`config.mk`:
```
export PLATFORM = sky130hd
export DESIGN_NAME = rem_morph_stage
export DESIGN_NICKNAME = d
export VERILOG_FILES = /design/src/rtl/core/rem_pkg.sv /design/src/rtl/core/rem_morph_stage.sv
export SDC_FILE = /design/constraint.sdc
export NUM_CORES = 1
export LEC_CHECK = 0
export ABC_AREA = 1
export BUFFER_PORTS_ARGS = -buffer_cell sky130_fd_sc_hd__buf_2
export CORE_MARGIN = 1.5
export CORE_UTILIZATION = 61
export CTS_CLUSTER_DIAMETER = 150
export DETAILED_ROUTE_END_ITERATION = 10
export PLACE_DENSITY_LB_ADDON = 0.2
export SKIP_LAST_GASP = 1
export SYNTH_ARGS = -nofsm -noshare
export SYNTH_HDL_FRONTEND = slang
export SYNTH_SLANG_ARGS = --single-unit
```
`constraint.sdc`:
```
create_clock -name aclk -period 5.8 [get_ports aclk]
set_input_delay 1.16 -clock aclk [delete_from_list [all_inputs] [get_ports aclk]]
set_output_delay 1.16 -clock aclk [all_outputs]
set_load 0.01 [all_outputs]
```
`src/rtl/core/rem_pkg.sv`:
```
// Package of the red-eye mask correction block: sizes, register codes and the
// control bundle passed to the morphology stages. No dependencies.
`default_nettype none

package rem_pkg;

    localparam int MAX_WIDTH  = 64;
    localparam int MAX_HEIGHT = 64;

    localparam int DIM_W = $clog2(((MAX_WIDTH > MAX_HEIGHT) ? MAX_WIDTH : MAX_HEIGHT) + 1);
    localparam int COL_W = $clog2(MAX_WIDTH);
    localparam int ROW_W = $clog2(MAX_HEIGHT);
    localparam int CNT_W = $clog2(MAX_WIDTH * MAX_HEIGHT + 4 * (MAX_WIDTH + 1) + 1);

    localparam int LINE_PTR_W = COL_W;
    localparam int LINE_DEPTH = 1 << LINE_PTR_W;
    localparam int PIX_PTR_W  = $clog2(4 * (MAX_WIDTH + 1) + 1);
    localparam int PIX_DEPTH  = 1 << PIX_PTR_W;

    localparam int ADDR_W = 5;
    localparam int DATA_W = 32;
    localparam int SIZE_W = 7;
    localparam int WIN_W  = 6;
    localparam int LVL_W  = 8;

    localparam logic [2:0] REG_REGION_WIDTH   = 3'd0;
    localparam logic [2:0] REG_REGION_HEIGHT  = 3'd1;
    localparam logic [2:0] REG_WINDOW_X_FIRST = 3'd2;
    localparam logic [2:0] REG_WINDOW_Y_FIRST = 3'd3;
    localparam logic [2:0] REG_WINDOW_X_LAST  = 3'd4;
    localparam logic [2:0] REG_WINDOW_Y_LAST  = 3'd5;
    localparam logic [2:0] REG_RED_MINIMUM    = 3'd6;

    typedef struct packed {
        logic                 adv;
        logic [CNT_W-1:0]     t;
        logic [DIM_W-1:0]     fw;
        logic [DIM_W-1:0]     fh;
        logic [DIM_W-1:0]     fw_next;
        logic [PIX_PTR_W-1:0] wp;
        logic [PIX_PTR_W-1:0] wp_next;
    } rem_ctl_t;

endpackage

`default_nettype wire

```
`src/rtl/core/rem_morph_stage.sv`:
```
// One 3x3 cross erode or dilate stage of the mask pipeline with its line store.
// Depends on rem_pkg for sizes and the control bundle.
`default_nettype none

module rem_morph_stage (
    input  logic                        aclk,
    input  logic                        aresetn,
    input  rem_pkg::rem_ctl_t           ctl,
    input  logic [rem_pkg::CNT_W-1:0]   start_prev,
    input  logic                        dilate,
    input  logic                        head_in,
    output logic                        mask_out,
    output logic [rem_pkg::COL_W-1:0]   col_out,
    output logic [rem_pkg::ROW_W-1:0]   row_out
);

    logic [1:0] line_mem [rem_pkg::LINE_DEPTH];

    logic [rem_pkg::LINE_PTR_W-1:0] wr_addr;
    logic [rem_pkg::LINE_PTR_W-1:0] addr_c;
    logic [rem_pkg::LINE_PTR_W-1:0] addr_r;
    logic [1:0] rdc_reg;
    logic       rdr_reg;
    logic [1:0] wd_reg;
    logic       bypc_reg;
    logic       bypr_reg;
    logic       left_reg;
    logic [rem_pkg::COL_W-1:0] col_reg;
    logic [rem_pkg::ROW_W-1:0] row_reg;

    logic [1:0] rd_c;
    logic [1:0] wdata;
    logic       center, up_v, right_v;
    logic       has_l, has_r, has_u, has_d;
    logic       col_last;

    assign wr_addr = ctl.wp[rem_pkg::LINE_PTR_W-1:0];
    assign addr_c  = ctl.wp_next[rem_pkg::LINE_PTR_W-1:0]
                   - ctl.fw_next[rem_pkg::LINE_PTR_W-1:0];
    assign addr_r  = addr_c + rem_pkg::LINE_PTR_W'(1);

    assign rd_c    = bypc_reg ? wd_reg : rdc_reg;
    assign center  = rd_c[1];
    assign up_v    = rd_c[0];
    assign right_v = bypr_reg ? wd_reg[1] : rdr_reg;
    assign wdata   = {head_in, center};

    assign has_l = (col_reg != '0);
    assign has_r = ((rem_pkg::DIM_W'(col_reg) + rem_pkg::DIM_W'(1)) < ctl.fw);
    assign has_u = (row_reg != '0);
    assign has_d = ((rem_pkg::DIM_W'(row_reg) + rem_pkg::DIM_W'(1)) < ctl.fh);
    assign col_last = (rem_pkg::DIM_W'(col_reg) == (ctl.fw - rem_pkg::DIM_W'(1)));

    always_comb begin
        if (dilate) begin
            mask_out = center | (has_l & left_reg) | (has_r & right_v)
                     | (has_u & up_v) | (has_d & head_in);
        end else begin
            mask_out = center & (!has_l | left_reg) & (!has_r | right_v)
                     & (!has_u | up_v) & (!has_d | head_in);
        end
    end

    assign col_out = col_reg;
    assign row_out = row_reg;

    always_ff @(posedge aclk) begin
        if (ctl.adv) begin
            line_mem[wr_addr] <= wdata;
            left_reg          <= center;
        end
        rdc_reg  <= line_mem[addr_c];
        rdr_reg  <= line_mem[addr_r][1];
        wd_reg   <= wdata;
        bypc_reg <= ctl.adv && (addr_c == wr_addr);
        bypr_reg <= ctl.adv && (addr_r == wr_addr);
    end

    always_ff @(posedge aclk) begin
        if (!aresetn) begin
            col_reg <= '0;
            row_reg <= '0;
        end else if (ctl.adv) begin
            if (ctl.t == start_prev) begin
                col_reg <= '0;
                row_reg <= '0;
            end else if (col_last) begin
                col_reg <= '0;
                row_reg <= row_reg + rem_pkg::ROW_W'(1);
            end else begin
                col_reg <= col_reg + rem_pkg::COL_W'(1);
            end
        end
    end

endmodule

`default_nettype wire

```
# Yosys cells after proc, flatten, opt, wreduce, memory -nomap -nowiden
# Memory sizes are Yosys's and may differ from the RTL's. A register that Yosys moved wholly into a read port is not among the register bits.
# Index checks and enable logic that the tools add are counted.
# totals
regBits,17
latch_bits,0
mem_bits_rw,128
mem_bits_ro,0
in_bits,70
out_inout_bits,13
word_cells,55
mem_count,1
# mem_list
name,words,word_bits,read_ports,rd_ports_with_merged_regs,write_ports,line,rtl
line_mem,64,2,2,2,1,rem_morph_stage.sv:17,logic [1:0] line_mem [rem_pkg::LINE_DEPTH];
# op_classes
addsub,7
multipliers,0
div,0
order_cmp,2
n_eq_ne,4
shift,0
n_mux,9
n_bitwise,16
reduce_logical,10
# op_table
op,count
6-bit 2-to-1 mux,4
6-bit by 1-bit adder with 6-bit output (second input constant),3
6-bit by 1-bit adder with 7-bit output (second input constant),2
7-bit < comparator,2
13-bit == test,1
6-bit == test,2
6-bit nonzero test,2
1-bit bitwise AND,8
1-bit bitwise OR,8
6-bit by 7-bit == test with 1-bit output,1
7-bit by 1-bit subtractor with 7-bit output (second input constant),1
6-bit subtractor,1
1-bit logical NOT,4
1-bit 2-to-1 mux,4
1-bit logical AND,2
2-bit 2-to-1 mux,1
2-bit AND reduction,1
2-bit nonzero test,1

# Depth between registers and ports, before layout
# depth
depth_word,8
depth_mapped,18
ltp_nobuf,16

# Least setup slack after synthesis
# No wires, ideal clock.
# synth_timing
path_kind,in2reg
startpoint,in ctl[0] (netlist name)
endpoint,reg rdr_reg (read register of line_mem)
setup_ns,0.058
arrival_time_ns,3.487
t_required_ns,5.742
path_slack_ns,2.255
stages,17
path_buffers,3
path_cell_list,inv_1 -> ha_1 -> fa_1 -> buf_2 -> inv_2 -> buf_2 -> ha_1 -> inv_1 -> clkbuf_1 -> o21ai_0 -> o21ai_0 -> nand2_1 -> nand2_1 -> nand2_1 -> nand3_1 -> nand3_1 -> nand2_1
# synth_between
elab_chain_cells,2
# synth_lines
element,line,rtl
"start, declared",rem_morph_stage.sv:8,"input rem_pkg::rem_ctl_t ctl,"
6-bit subtractor,rem_morph_stage.sv:39,- ctl.fw_next[rem_pkg::LINE_PTR_W-1:0];
6-bit by 1-bit adder with 6-bit output,rem_morph_stage.sv:40,assign addr_r = addr_c + rem_pkg::LINE_PTR_W'(1);
"end, declared",rem_morph_stage.sv:23,logic rdr_reg;
# No other way between the ends.
# A chain may end at the register's enable or synchronous reset.

# Worst setup path in the final report
# layout_timing
startpoint,reg col_reg (netlist bit col_out[2])
endpoint,out mask_out
# layout_between
elab_chain_cells,8
elab_cells_between_ends,18
cone_classes,add/sub (1); order compare (1); mux (1); bitwise (12); reduce/logical (3)
# layout_lines
element,line,rtl
"start, declared",rem_morph_stage.sv:28,logic [rem_pkg::COL_W-1:0] col_reg;
"start signal, assigned",rem_morph_stage.sv:91,col_reg <= col_reg + rem_pkg::COL_W'(1);
6-bit by 1-bit adder with 7-bit output / 6-bit nonzero test (equally long branches),"rem_morph_stage.sv:49, rem_morph_stage.sv:48",
7-bit < comparator / 1-bit logical NOT (equally long branches),"rem_morph_stage.sv:49, rem_morph_stage.sv:59",
1-bit logical NOT / 1-bit bitwise OR (equally long branches),rem_morph_stage.sv:59,mask_out = center & (!has_l | left_reg) & (!has_r | right_v)
1-bit bitwise OR / 1-bit bitwise AND (equally long branches),rem_morph_stage.sv:59,
1-bit bitwise AND,rem_morph_stage.sv:59,
1-bit bitwise AND (2 in series),rem_morph_stage.sv:60,& (!has_u | up_v) & (!has_d | head_in);
1-bit 2-to-1 mux *,rem_morph_stage.sv:55,if (dilate) begin
"end, declared",rem_morph_stage.sv:12,"output logic mask_out,"
# Every way passes the cells marked *; elsewhere a longest branch is shown, timed or not.

==> results.md <==
* Status: completed
* Critical path's slowest cell: dfxtp_1
* Synthesized flop and latch total at 148
* Most used cell, CP: nand2_1
* Pwr Total at 2900 uW
* Synth warnings at 0
* First-pass GRT wire length at 33600 um
* Ys async rst share at 0%
* Synth area leaders: edfxtp_1 (46%), nand2_1 (7.7%), nor2_1 (7.0%), o21ai_0 (6.4%), dfxtp_1 (4.5%)
* CTS root buf: clkbuf_16
* CP cell instances: nand3_1 -> nor3_1 -> xor2_1 -> ha_1 -> nand2_1 -> nor2_1 -> a211oi_1 -> nand3b_1 -> nand4_1 -> nand2_1 -> nand2_1 -> buf_2
* Port Buffer Count at 75
* Multi-input logic area at 0.00359 mm^2
* Crit path kind: reg -> out
* Tot GR Track Use at 30.4%
* Die width at 121 um
* Peak supply drop at 0.206 mV
* Clock latency on the worst-skew pair at 0.43 ns
* Post-synth top area share at 45.9%
* Largest net degree at the start of global routing at 102
* Biggest cell delay along the critical path at 0.52 ns
* Wire per inst at 17.1 um
* EDFF count, synth at 129
* Core area at 0.0133 mm^2
* Placer Congestion at 0.905
* Fmax at 251 MHz
* Slew HR at 37.0%
* Drt drc at 0
* Setup WS post-layout at 1.82 ns
* I/O pin count at 83
* Seq/Total Area, Yosys at 50.5%
* M1 WL at 8640 um
* CTS buffer count at 17
* Post-Syn Area at 0.00843 mm^2
* Final setup violation count at 0
* Final Skew at 0.00756 ns
* Top-count cell post-synth: nand2_1
* Vias at 7246
* GR Overflow Total at 0
* PD cells at 309 mW/mm^2
* Final Cell Area at 0.00940 mm^2
* Maxcap violations at 0
* CTS tree: built
* Final Hold Fails at 0
* Area grow syn2layout at 11.5%
* Syn Area/Cell at 8.52 um^2
* CP arrival at 2.82 ns
* Post-route ant nets at 0
* Period utilization at 68.6%
* Synth unique cells at 38
* Vias in the first global route at 6774
* Worst Tran Pin Value at 0.945 ns
* Top post-synthesis cells by count: nand2_1 (174), nor2_1 (158), edfxtp_1 (129)
* Post-Route Setup TNS at 0 ns
* Htree depth at 4
* DR WL met3 at 2090 um
* CP endpoint kind: primary output
* Top Layer Used: met5
* Post-Route WL at 21100 um
* Post-Syn Nets at 1085
* Post-cts sizing count at 0
* Leading area contributor after synthesis: edfxtp_1
* Synth Flop Type: edfxtp_1
* Max FFs per register at 128
* Die area at 0.0145 mm^2
* WP buf/inv at 1
* Vias per cell at 5.86
* Critical Path Source Type: register
* Dpl cells at 1205
* Fin crit period at 3.98 ns
* Max clock buf depth at 2
* Leakage at 0.00384 uW
* Post-CTS setup buffers at 0
* Final max-slew violation count at 0
* Die height at 121 um
* Hold buffers post-CTS at 0
* Register area at 0.00425 mm^2
* Initial Utilization at 63.2%
* Net count, final at 1143
* Placement Cell Area at 0.00885 mm^2
* Row count at 42
* Initial antenna violation count at 2
* Share of cells above drive strength 1 at 12.9%
* Post-Syn Instances at 990
* WP data required at 4.64 ns
* DP HPWL at 13600 um
* Fill count at 1052
* Clock sinks at 148
* Post-Layout Cell Count at 1237
* Clock transition at path regs at 0.06 ns
* Met2 wire length at 9790 um
* Crit path max-delay family: simple AND/OR/NAND/NOR gates
* First-pass DRT Iterations at 5
* Top reg by flops: line_mem
* Place WS at 1.48 ns
* Initial DRC count at 843
* RSZ-0062 raised after global routing: no
* CP max FO at 9
* HP Class: reg -> reg
-- report_power, final --
group          internal, uW  switching, uW
sequential             1230           8.57
clock                   619            409
combinational           185            447
-- worst register-to-register path, stage by stage (launching register included) --
cell and delay [ns]:
dfxtp_1 0.37, ha_1 0.29, nand2_1 0.05, nor2_1 0.13, nand3_1 0.09, nor2_1 0.14
nand3_2 0.23, nand2_4 0.19, nand2_2 0.09, nand3_1 0.09, nand2_1 0.05
-- placed cells by master, fill, tap and decap left out, drive strengths merged --
cell type and count:
nand3b 3, inv 95, fa 1, o21ai 118
o22ai 22, bufinv 2, nand4 20, diode 1
a21oi 47, nor2 162, dfxtp 19, buf 81
nor3 15, nor3b 2, ha 24, nor4 1
xnor2 6, a211oi 2, clkinvlp 2, clkbuf 18
nand2 184, clkinv 10, o211ai 3, o21a 1
xor2 22, edfxtp 129, or2 2, nand3 69
-- cell type report --
class / instances / share of cell area (%)
antenna: 1 / 0.0266
tap: 176 / 2.34
timing repair buffer: 81 / 4.47
clock inverter: 13 / 1.25
multi-input combinational: 704 / 38.2
clock buffer: 18 / 4.57
sequential: 148 / 45.3
inverter: 96 / 3.86
-- worst paths after layout --
| check | to | from | depth (start not counted) | slack [ns] |
|---|---|---|---|---|
| worst max-delay path | mask_out | col_out[2]$_SDFFE_PN0P_ | 12 | 1.82 |
| worst min-delay path | row_out[4]$_SDFFE_PN0P_ | row_out[4]$_SDFFE_PN0P_ | 2 | 0.51 |
| worst max register to register | row_out[4]$_SDFFE_PN0P_ | col_out[0]$_SDFFE_PN0P_ | 10 | 3.97 |
| worst min register to register | row_out[4]$_SDFFE_PN0P_ | row_out[4]$_SDFFE_PN0P_ | 2 | 0.51 |
-- stage by stage --
step / utilization [%] / hold slack, ns
3_3_place_gp: 66.3 / 0.502
5_1_grt: 70.4 / 0.558
6_report: 70.4 / 0.514
4_1_cts: 70.4 / 0.515
3_5_place_dp: 66.3 / 0.507
2_1_floorplan: - / 0.521
-- routing by layer --
metal | GRT usage, % | vias to the layer above
li1 | - | 3485
met1 | 41.1 | 3339
met2 | 46.8 | 360
met3 | 7.74 | 60
met4 | 12.8 | 2
met5 | 0 | -
-- logic make-up after synthesis --
group,count (synthesis),synth area share (%)
flip-flops,148,50.5
AO/OA/AOI/OAI,193,12.0
adder cells (fa/ha/maj),25,3.80
buffers and inverters,138,6.99
XOR/XNOR,28,3.09
AND/OR/NAND/NOR,458,23.7
Power figures use the tool's default switching activity.
